[config.mk]
export PLATFORM = sky130hd
export DESIGN_NAME = http_response_header_deframer_flat
export DESIGN_NICKNAME = d
export VERILOG_FILES = /design/src/hw/rtl/hrd_pkg.sv /design/src/hw/rtl/hrd_ifs.sv /design/src/hw/rtl/hrd_front.sv /design/src/hw/rtl/hrd_queue.sv /design/src/hw/rtl/hrd_back.sv /design/src/hw/rtl/http_response_header_deframer.sv /design/src/flat_wrapper.sv
export SDC_FILE = /design/constraint.sdc
export NUM_CORES = 1
export LEC_CHECK = 0
export BUFFER_PORTS_ARGS = -buffer_cell sky130_fd_sc_hd__buf_2
export CORE_ASPECT_RATIO = 0.9
export CORE_UTILIZATION = 50
export CTS_BUF_LIST = sky130_fd_sc_hd__clkbuf_8
export CTS_CLUSTER_DIAMETER = 200
export DETAILED_ROUTE_END_ITERATION = 8
export GPL_TIMING_DRIVEN = 0
export PLACE_DENSITY = 0.67
export SYNTH_ARGS = -nofsm -noshare
export SYNTH_HDL_FRONTEND = slang
export SYNTH_SLANG_ARGS = --single-unit
[constraint.sdc]
create_clock -name clk -period 7.15 [get_ports clk]
set_input_delay 0.715 -clock clk [delete_from_list [all_inputs] [get_ports clk]]
set_output_delay 0.715 -clock clk [all_outputs]
set_load 0.01 [all_outputs]
[src/hw/rtl/hrd_pkg.sv]
// Shared types and constants of the HTTP response header deframer.
`default_nettype none

package hrd_pkg;

	localparam int CL_WIDTH  = 40;
	localparam int TOKEN_LEN = 16;
	localparam int TOKEN_PW  = 4;

	localparam logic [7:0] CH_CR = 8'h0d;
	localparam logic [7:0] CH_LF = 8'h0a;
	localparam logic [7:0] CH_0  = 8'h30;
	localparam logic [7:0] CH_9  = 8'h39;

	// "Content-Length: "
	localparam logic [7:0] TOKEN_TEXT [TOKEN_LEN] = '{
		8'h43, 8'h6f, 8'h6e, 8'h74, 8'h65, 8'h6e, 8'h74, 8'h2d,
		8'h4c, 8'h65, 8'h6e, 8'h67, 8'h74, 8'h68, 8'h3a, 8'h20
	};

	localparam logic [1:0] PH_HEADER = 2'd0;
	localparam logic [1:0] PH_BODY   = 2'd1;
	localparam logic [1:0] PH_DONE   = 2'd2;
	localparam logic [1:0] PH_ERROR  = 2'd3;

	localparam logic [1:0] DP_IDLE   = 2'd0;
	localparam logic [1:0] DP_FIRST  = 2'd1;
	localparam logic [1:0] DP_DIGITS = 2'd2;
	localparam logic [1:0] DP_LF     = 2'd3;

	localparam logic [1:0] TM_NONE   = 2'd0;
	localparam logic [1:0] TM_CR     = 2'd1;
	localparam logic [1:0] TM_CRLF   = 2'd2;
	localparam logic [1:0] TM_CRLFCR = 2'd3;

	localparam logic [1:0] ERR_NONE       = 2'd0;
	localparam logic [1:0] ERR_NO_LENGTH  = 2'd1;
	localparam logic [1:0] ERR_BAD_LENGTH = 2'd2;

	typedef struct packed {
		logic [7:0] data_byte;
		logic       first_byte;
	} in_item_t;

	typedef struct packed {
		logic                body_valid;
		logic [7:0]          body_byte;
		logic                body_last;
		logic                header_done;
		logic                length_known;
		logic [CL_WIDTH-1:0] content_length;
		logic [1:0]          error_code;
	} out_item_t;

	typedef struct packed {
		logic [7:0]           data_byte;
		logic                 first_byte;
		logic                 is_cr;
		logic                 is_lf;
		logic                 is_digit;
		logic [3:0]           digit;
		logic [TOKEN_LEN-1:0] tok_hit;
	} cls_item_t;

endpackage

`default_nettype wire

[src/hw/rtl/hrd_ifs.sv]
// Valid/ready channel interfaces for the byte input and the result output.
`default_nettype none

interface hrd_byte_if;
	import hrd_pkg::*;
	logic     valid;
	logic     ready;
	in_item_t payload;
	modport source(output valid, output payload, input ready);
	modport sink(input valid, input payload, output ready);
endinterface

interface hrd_result_if;
	import hrd_pkg::*;
	logic      valid;
	logic      ready;
	out_item_t payload;
	modport source(output valid, output payload, input ready);
	modport sink(input valid, input payload, output ready);
endinterface

`default_nettype wire

[src/hw/rtl/hrd_front.sv]
// Front end: accepts bytes and registers them with their character class.
`default_nettype none

module hrd_front (
	input  wire logic              clk,
	input  wire logic              arst_n,
	hrd_byte_if.sink               byte_in,
	output hrd_pkg::cls_item_t     item,
	output logic                   item_valid,
	input  wire logic              item_ready
);
	import hrd_pkg::*;

	cls_item_t cls_d;
	cls_item_t cls_s1;
	logic      valid_s1;
	logic      take;

	always_comb begin
		cls_d.data_byte  = byte_in.payload.data_byte;
		cls_d.first_byte = byte_in.payload.first_byte;
		cls_d.is_cr      = (byte_in.payload.data_byte == CH_CR);
		cls_d.is_lf      = (byte_in.payload.data_byte == CH_LF);
		cls_d.is_digit   = (byte_in.payload.data_byte >= CH_0) &&
		                   (byte_in.payload.data_byte <= CH_9);
		cls_d.digit      = byte_in.payload.data_byte[3:0];
		for (int i = 0; i < TOKEN_LEN; i++) begin
			cls_d.tok_hit[i] = (byte_in.payload.data_byte == TOKEN_TEXT[i]);
		end
	end

	assign byte_in.ready = !valid_s1 || item_ready;
	assign take          = byte_in.valid && byte_in.ready;

	always_ff @(posedge clk or negedge arst_n) begin
		if (!arst_n) begin
			valid_s1 <= 1'b0;
		end else if (take) begin
			valid_s1 <= 1'b1;
		end else if (item_ready) begin
			valid_s1 <= 1'b0;
		end
	end

	always_ff @(posedge clk) begin
		if (take) begin
			cls_s1 <= cls_d;
		end
	end

	assign item       = cls_s1;
	assign item_valid = valid_s1;

endmodule

`default_nettype wire

[src/hw/rtl/hrd_queue.sv]
// Two-entry queue of classified bytes between the front and back ends.
`default_nettype none

module hrd_queue (
	input  wire logic              clk,
	input  wire logic              arst_n,
	input  wire hrd_pkg::cls_item_t push_item,
	input  wire logic              push_valid,
	output logic                   push_ready,
	output hrd_pkg::cls_item_t     pop_item,
	output logic                   pop_valid,
	input  wire logic              pop_ready
);
	import hrd_pkg::*;

	cls_item_t  entry_q [2];
	logic       wr_ptr_q;
	logic       rd_ptr_q;
	logic [1:0] count_q;
	logic       do_push;
	logic       do_pop;

	assign push_ready = (count_q != 2'd2);
	assign pop_valid  = (count_q != 2'd0);
	assign pop_item   = entry_q[rd_ptr_q];
	assign do_push    = push_valid && push_ready;
	assign do_pop     = pop_valid && pop_ready;

	always_ff @(posedge clk or negedge arst_n) begin
		if (!arst_n) begin
			wr_ptr_q <= 1'b0;
			rd_ptr_q <= 1'b0;
			count_q  <= 2'd0;
		end else begin
			if (do_push) begin
				wr_ptr_q <= !wr_ptr_q;
			end
			if (do_pop) begin
				rd_ptr_q <= !rd_ptr_q;
			end
			unique case ({do_push, do_pop})
				2'b10:   count_q <= count_q + 2'd1;
				2'b01:   count_q <= count_q - 2'd1;
				default: count_q <= count_q;
			endcase
		end
	end

	always_ff @(posedge clk) begin
		if (do_push) begin
			entry_q[wr_ptr_q] <= push_item;
		end
	end

endmodule

`default_nettype wire

[src/hw/rtl/hrd_back.sv]
// Back end: header/body state machine and the registered result stage.
`default_nettype none

module hrd_back #(
	parameter int LENGTH_BITS = 40
) (
	input  wire logic              clk,
	input  wire logic              arst_n,
	input  wire hrd_pkg::cls_item_t item,
	input  wire logic              item_valid,
	output logic                   item_ready,
	hrd_result_if.source           result_out
);
	import hrd_pkg::*;

	localparam int LB = LENGTH_BITS;
	localparam int WB = (LENGTH_BITS > CL_WIDTH) ? LENGTH_BITS : CL_WIDTH;

	logic [1:0]          phase_q;
	logic [TOKEN_PW-1:0] tok_pos_q;
	logic [1:0]          term_pos_q;
	logic [1:0]          dig_phase_q;
	logic [LB-1:0]       acc_q;
	logic [LB-1:0]       len_q;
	logic                len_valid_q;
	logic [LB-1:0]       body_cnt_q;
	logic                out_valid_q;
	out_item_t           out_item_q;

	logic                take;
	logic [1:0]          ph_c, ph_n;
	logic [TOKEN_PW-1:0] tp_c, tp_n;
	logic [1:0]          tm_c, tm_n;
	logic [1:0]          dp_c, dp_n;
	logic [LB-1:0]       acc_c, acc_n;
	logic [LB-1:0]       len_c, len_n;
	logic                lv_c, lv_n;
	logic [LB-1:0]       bc_c, bc_n;
	logic [LB+3:0]       prod;
	logic [1:0]          err;
	logic                hdone;
	logic                bvalid;
	logic                blast;
	logic [WB-1:0]       len_ext;
	out_item_t           out_d;

	assign item_ready = !out_valid_q || result_out.ready;
	assign take       = item_valid && item_ready;

	// A first-byte mark starts from the reset state.
	always_comb begin
		ph_c  = item.first_byte ? PH_HEADER : phase_q;
		tp_c  = item.first_byte ? '0 : tok_pos_q;
		tm_c  = item.first_byte ? TM_NONE : term_pos_q;
		dp_c  = item.first_byte ? DP_IDLE : dig_phase_q;
		acc_c = item.first_byte ? '0 : acc_q;
		len_c = item.first_byte ? '0 : len_q;
		lv_c  = item.first_byte ? 1'b0 : len_valid_q;
		bc_c  = item.first_byte ? '0 : body_cnt_q;
	end

	always_comb begin
		ph_n   = ph_c;
		tp_n   = tp_c;
		tm_n   = tm_c;
		dp_n   = dp_c;
		acc_n  = acc_c;
		len_n  = len_c;
		lv_n   = lv_c;
		bc_n   = bc_c;
		err    = ERR_NONE;
		hdone  = 1'b0;
		bvalid = 1'b0;
		blast  = 1'b0;
		// acc * 10 + digit, with four guard bits to spot overflow
		prod   = {1'b0, acc_c, 3'b000} + {3'b000, acc_c, 1'b0} +
		         {{LB{1'b0}}, item.digit};

		unique case (ph_c)
			PH_HEADER: begin
				unique case (dp_c)
					DP_IDLE: begin
						if (!lv_c) begin
							if (item.tok_hit[tp_c]) begin
								if (tp_c == TOKEN_PW'(TOKEN_LEN - 1)) begin
									tp_n  = '0;
									dp_n  = DP_FIRST;
									acc_n = '0;
								end else begin
									tp_n = tp_c + 1'b1;
								end
							end else begin
								tp_n = item.tok_hit[0] ? TOKEN_PW'(1) : '0;
							end
						end
					end
					DP_FIRST, DP_DIGITS: begin
						priority if (item.is_digit) begin
							if (prod[LB+3:LB] != 4'd0) begin
								err = ERR_BAD_LENGTH;
							end else begin
								acc_n = prod[LB-1:0];
								dp_n  = DP_DIGITS;
							end
						end else if (dp_c == DP_DIGITS && item.is_cr) begin
							dp_n = DP_LF;
						end else begin
							err = ERR_BAD_LENGTH;
						end
					end
					DP_LF: begin
						if (item.is_lf) begin
							len_n = acc_c;
							lv_n  = 1'b1;
							dp_n  = DP_IDLE;
						end else begin
							err = ERR_BAD_LENGTH;
						end
					end
				endcase

				if (err != ERR_NONE) begin
					ph_n = PH_ERROR;
				end else begin
					priority if (item.is_cr) begin
						tm_n = (tm_c == TM_CRLF) ? TM_CRLFCR : TM_CR;
					end else if (item.is_lf && tm_c == TM_CR) begin
						tm_n = TM_CRLF;
					end else if (item.is_lf && tm_c == TM_CRLFCR) begin
						tm_n  = TM_NONE;
						hdone = 1'b1;
						if (!lv_n || len_n == '0) begin
							err  = ERR_NO_LENGTH;
							ph_n = PH_ERROR;
						end else begin
							ph_n = PH_BODY;
							bc_n = '0;
						end
					end else begin
						tm_n = TM_NONE;
					end
				end
			end
			PH_BODY: begin
				bvalid = 1'b1;
				bc_n   = bc_c + 1'b1;
				if (bc_n == len_c) begin
					blast = 1'b1;
					ph_n  = PH_DONE;
				end
			end
			PH_DONE, PH_ERROR: begin
				// drop the byte
			end
		endcase
	end

	always_comb begin
		len_ext              = WB'(len_n);
		out_d.body_valid     = bvalid;
		out_d.body_byte      = bvalid ? item.data_byte : 8'h00;
		out_d.body_last      = blast;
		out_d.header_done    = hdone;
		out_d.length_known   = lv_n;
		out_d.content_length = len_ext[CL_WIDTH-1:0];
		out_d.error_code     = err;
	end

	always_ff @(posedge clk or negedge arst_n) begin
		if (!arst_n) begin
			phase_q     <= PH_HEADER;
			tok_pos_q   <= '0;
			term_pos_q  <= TM_NONE;
			dig_phase_q <= DP_IDLE;
			acc_q       <= '0;
			len_q       <= '0;
			len_valid_q <= 1'b0;
			body_cnt_q  <= '0;
			out_valid_q <= 1'b0;
		end else begin
			if (take) begin
				phase_q     <= ph_n;
				tok_pos_q   <= tp_n;
				term_pos_q  <= tm_n;
				dig_phase_q <= dp_n;
				acc_q       <= acc_n;
				len_q       <= len_n;
				len_valid_q <= lv_n;
				body_cnt_q  <= bc_n;
				out_valid_q <= 1'b1;
			end else if (result_out.ready) begin
				out_valid_q <= 1'b0;
			end
		end
	end

	always_ff @(posedge clk) begin
		if (take) begin
			out_item_q <= out_d;
		end
	end

	assign result_out.valid   = out_valid_q;
	assign result_out.payload = out_item_q;

endmodule

`default_nettype wire

[src/hw/rtl/http_response_header_deframer.sv]
// HTTP response deframer: parses Content-Length and passes the body through.
//
// byte_in carries one response byte and a first-byte mark per transfer;
// a set mark clears all parsing state before that byte is handled.
// result_out carries exactly one result per input byte: the body byte with
// its valid and last flags, the header-done flag, the committed length and
// an error code that appears only on the byte that detects the error.
// After the body or an error, results still come but carry no body byte.
// Throughput is one byte per clock while result_out does not stall: the
// state machine in the back end updates all parser state for each byte.
// An input transfer reaches its result through the classify register,
// the queue and the result register.
// A stall on result_out holds the result register; the two-entry queue and
// the front register absorb bytes until byte_in.ready drops, and input is
// taken again in the cycle after the receiver resumes.
// arst_n clears the queue, all valid flags and the parser to the header
// phase with no length committed.
`default_nettype none

module http_response_header_deframer #(
	parameter int LENGTH_BITS = 40
) (
	input  wire logic    clk,
	input  wire logic    arst_n,
	hrd_byte_if.sink     byte_in,
	hrd_result_if.source result_out
);
	import hrd_pkg::*;

	cls_item_t front_item;
	logic      front_valid;
	logic      front_ready;
	cls_item_t back_item;
	logic      back_valid;
	logic      back_ready;

	hrd_front u_front (
		.clk        (clk),
		.arst_n     (arst_n),
		.byte_in    (byte_in),
		.item       (front_item),
		.item_valid (front_valid),
		.item_ready (front_ready)
	);

	hrd_queue u_queue (
		.clk        (clk),
		.arst_n     (arst_n),
		.push_item  (front_item),
		.push_valid (front_valid),
		.push_ready (front_ready),
		.pop_item   (back_item),
		.pop_valid  (back_valid),
		.pop_ready  (back_ready)
	);

	hrd_back #(
		.LENGTH_BITS (LENGTH_BITS)
	) u_back (
		.clk        (clk),
		.arst_n     (arst_n),
		.item       (back_item),
		.item_valid (back_valid),
		.item_ready (back_ready),
		.result_out (result_out)
	);

endmodule

`default_nettype wire

[src/flat_wrapper.sv]
// flat-port wrapper written by rule: the top's interface ports become plain ports
module http_response_header_deframer_flat import hrd_pkg::*;
#(
	parameter int LENGTH_BITS = 40
)
  (clk, arst_n, byte_in_valid, byte_in_payload, byte_in_ready, result_out_valid, result_out_payload, result_out_ready);
  hrd_byte_if byte_in_i ();
  hrd_result_if result_out_i ();
  input  wire logic clk;
  input  wire logic arst_n;
  input wire logic [$bits(byte_in_i.valid)-1:0] byte_in_valid;
  input wire logic [$bits(byte_in_i.payload)-1:0] byte_in_payload;
  output wire logic [$bits(byte_in_i.ready)-1:0] byte_in_ready;
  output wire logic [$bits(result_out_i.valid)-1:0] result_out_valid;
  output wire logic [$bits(result_out_i.payload)-1:0] result_out_payload;
  input wire logic [$bits(result_out_i.ready)-1:0] result_out_ready;
  assign byte_in_i.valid = byte_in_valid;
  assign byte_in_i.payload = byte_in_payload;
  assign byte_in_ready = byte_in_i.ready;
  assign result_out_valid = result_out_i.valid;
  assign result_out_payload = result_out_i.payload;
  assign result_out_i.ready = result_out_ready;
  http_response_header_deframer #(.LENGTH_BITS(LENGTH_BITS)) u_core (.clk(clk), .arst_n(arst_n), .byte_in(byte_in_i), .result_out(result_out_i));
endmodule
==> run_results.csv <==
group,metric,value,unit
timing,final.setup.worst_slack,0.193,ns
route,detail_route.vias_per_cell,6.35,
cells_and_area,final_common_cell,"nand2_1",
global_route,grt_max_degree,82,
placed_design,post_dp_cell_area,0.0177,sq mm
timing,max_freq,0.144,GHz
setup_path,ff2ff_path_depth,22,
timing,timing.clock.skew,0.0216,ns
logic_synthesis,synthDistinctLibCells,95,
timing,finalSetupViolations,0,
pwr,p_switching,2.49,mW
placed_design,place_ws,-1.03,ns
timing,relSlewSlack,6.79,%
global_route,aggregate_global_routing_overflow,0,
clocking,cts_tree,"built",
timing,setup_repair_after_global_routing_missed_its_margin,"no",
pwr,switching_share,41.4,%
setup_path,reg2reg_setup_slack,0.19,ns
setup_path,setup.worst_path.end_class,"flop",
floorplan,initial_core_util,50.9,%
pwr,total_power,6.03,mW
timing,final.period_utilization,97.3,%
logic_synthesis,synthCells,1809,
global_route,gr-usage-all-layers,32.8,%
clocking,ctsLongestPathBuffers,3,
pwr,pwr-share-comb,39.6,%
global_route,first_global_vias,14347,
clocking,clock_network_latency_to_the_later_pin_of_the_worst_skew_pair,0.61,ns
setup_path,worstSetupStartpointType,"flop",
setup_path,r2r_endpoint,"u_core.u_back.acc_q[14]",
cells_and_area,insertedDiodeCount,0,
min_path,hold_path_class,"in2async",
clocking,clk_pin_slew_worst_paths,0.07,ns
setup_path,critPathLaunch,"u_core.u_queue.rd_ptr_q",
route,drc_violation_count_after_routing,0,
placed_design,dp_hpwl,41.5,mm
setup_path,worst_r2r_startpoint,"u_core.u_queue.rd_ptr_q",
floorplan,core,0.0329,sq mm
global_route,grt_pass1_wl,85.5,mm
job,timing.max_cap.violations,0,
logic_synthesis,synth_top_flop_cell,"dfrtp_1",
timing,timing.setup.tns,0,ns
clocking,clkSinkCount,260,
cells_and_area,most_frequent_cells_in_the_layout,"285 x nand2_1, 137 x dfrtp_1, 123 x edfxtp_1",
floorplan,ioPinCount,69,
pwr,internal_power,3.53,mW
logic_synthesis,synth_edf_count,123,
floorplan,die-area,0.0342,sq mm
cells_and_area,fraction_of_final_layout_cells_with_drive_strength_greater_than_1,11.8,%
route,vias,15129,
setup_path,critical_path_required,7.68,ns
clocking,cts-buffers-inserted,46,
logic_synthesis,synth_seq_cells,260,
pwr,leakage_component_of_the_power,8.15,nW
logic_synthesis,syn-cell-area,0.0168,sq mm
pwr,power.sequential.fraction,34.7,%
timing,timing_worst_slew_pin_value,1.36,ns
cells_and_area,area_delta_synth_final,11.8,%
clocking,cts_max_level,2,
placed_design,total_placed_cells_including_tap_cells,2302,
run_status,run_status,"finished clean",
logic_synthesis,synth_nets,1889,
timing,report.final.slew_viol_count,0,
pwr,maximum_resistive_drop_on_vdd,239,uV
setup_path,critical_path_class,"reg2reg",
route,firstDrtPassIters,6,
floorplan,fp.dieW,195,um
pwr,pwr-share-clk,25.7,%
route,routed_wire_length_per_instance,23.5,um
global_route,antenna_found_initial,0,
timing,min_period,6.96,ns
cells_and_area,finalNetCount,2008,
logic_synthesis,async_flop_share,52.7,%
floorplan,core.rowCount,63,
cells_and_area,final_cell_count_no_fill,2384,
pwr,p_per_area,322,mW/mm^2
clocking,post-cts-setup-buffer-count,0,
clocking,ctsRootBufferMaster,"clkbuf_8",
route,number_of_design_rule_violations_left_by_the_first_detailed_router_iteration,1798,
logic_synthesis,seq_area_frac_synth,42.5,%
floorplan,die_height,176,um
placed_design,numPortBuffers,68,
placed_design,place_congestion,0.979,
logic_synthesis,ys_warn_count,0,
logic_synthesis,avgSynthCellArea,9.26,sq um
route,wirelength,56.1,mm
setup_path,critPathArrivalTime,7.48,ns
timing,final-hold-violation-count,0,
route,antenna_violating_nets_post_route,0,
setup_path,timing.critical_path.fanout_max,10,
cells_and_area,finish.instance_area,0.0187,sq mm
-- cell families after synthesis --
kind of cell | share of synthesized area (%)
fa+ha+maj | 5.09
buf+inv | 4.24
mux | 2.66
xor+xnor | 6.17
flops | 42.5
simple gates | 21.4
compound gates | 17.9
-- layer usage --
metal  routed length, um  GRT usage [%]  part of all wire [%]  vias to the layer above
met3                5050           5.18                   9.0                      145
met4                2170           13.1                   3.9                        0
met5                   0              0                     0                        -
met1               24700           47.5                    44                     7321
met2               24200           49.1                    43                      776
li1                    -              -                     -                     6887
-- area by class of cell --
cell class                 instances  area, sq um
tap                              422          528
fill                            2979        14200
inverter                          30          113
sequential                       260         7120
clock inverter                    35          357
timing repair buffer              71          409
clock buffer                      47          647
buffer                           135          609
multi-input combinational       1384         8940
-- power by group through the flow --
stage | clock network (mW) | registers [mW] | logic (mW)
finish | 1.55 | 2.09 | 2.39
global route | 1.63 | 2.12 | 2.54
CTS | 1.56 | 2.09 | 2.33
detailed placement | 0 | 2.11 | 2.31
global placement | 0 | 2.12 | 2.28
floorplan | 0 | 2.15 | 1.42
-- metrics by stage --
| stage | hold WS, ns | util, % |
|---|---|---|
| 4_1_cts | 0.110 | 56.8 |
| 6_report | 0.0821 | 56.8 |
| 5_1_grt | 0.126 | 56.8 |
| 2_1_floorplan | 0.419 | - |
| 3_5_place_dp | 0.432 | 53.7 |
| 3_3_place_gp | 0.425 | 53.5 |
-- registers in the layout, summed over array words and instances, names as in the netlist --
register and flops:
u_core.u_back.acc_q 40, u_core.u_back.phase_q 2, u_core.u_queue.wr_ptr_q 1, u_core.u_front.item 23
u_core.u_back.body_cnt_q 40, u_core.u_queue.rd_ptr_q 1, u_core.u_queue.count_q 2, u_core.u_back.dig_phase_q 2
u_core.u_back.len_valid_q 1, u_core.u_back.result_out.valid 1, u_core.u_back.tok_pos_q 4, u_core.u_back.result_out.payload 54
u_core.u_back.term_pos_q 2, u_core.u_queue.entry_q 46, u_core.u_front.item_valid 1, u_core.u_back.len_q 40
-- worst max-delay path, stage by stage, from the launching register on --
cell,delay (ns)
dfrtp_1,0.34
buf_6,0.14
mux2i_4,0.53
clkbuf_2,0.37
buf_2,0.32
clkbuf_2,0.36
clkbuf_2,0.36
buf_2,0.43
and2_1,0.25
fa_1,0.43
ha_1,0.33
a211oi_1,0.31
o21ai_0,0.25
nand4_1,0.24
a21oi_1,0.13
or2_1,0.29
a311o_1,0.38
nor4_4,0.33
buf_6,0.21
nand3_4,0.15
nor2_4,0.21
buf_2,0.31
a22o_1,0.18
-- worst max path at each step --
stage	end	depth (start not counted)
final	u_core.u_back.acc_q[14]	22
after global routing	u_core.u_back.acc_q[21]	21
after CTS	u_core.u_back.body_cnt_q[0]	23
after detailed placement	u_core.u_back.body_cnt_q[0]	23
after global placement	u_core.u_back.body_cnt_q[10]	24
after floorplan	u_core.u_back.body_cnt_q[0]	21
-- synthesized netlist by cell type (9+ instances only) --
master / number / area (sq um)
inv_1: 28 / 105
mux2_2: 9 / 101
o311ai_0: 16 / 140
a21oi_1: 118 / 591
a31oi_1: 14 / 87.6
dfrtp_1: 137 / 3430
nand4_1: 34 / 213
nor4_1: 35 / 219
nor3_1: 48 / 240
and2_1: 41 / 257
nor2_1: 117 / 439
o21ai_1: 22 / 110
mux2i_1: 18 / 180
edfxtp_1: 123 / 3690
and3_1: 43 / 269
buf_2: 13 / 65.1
buf_1: 14 / 52.6
o211ai_1: 29 / 218
a21o_1: 15 / 113
nand3_1: 46 / 230
xor2_1: 42 / 368
clkbuf_1: 90 / 338
o21ai_0: 62 / 310
ha_1: 65 / 813
and4_1: 9 / 78.8
nand2b_1: 13 / 81.3
nand2_1: 285 / 1070
a22o_1: 68 / 596
o21a_1: 10 / 75.1
xnor2_1: 76 / 666
-- timing repair --
action                                  CTS  global route
gates resized for setup                   6             9
hold buffers                              0             0
endpoints found under the setup margin   90            86
Power figures use the tool's default switching activity.
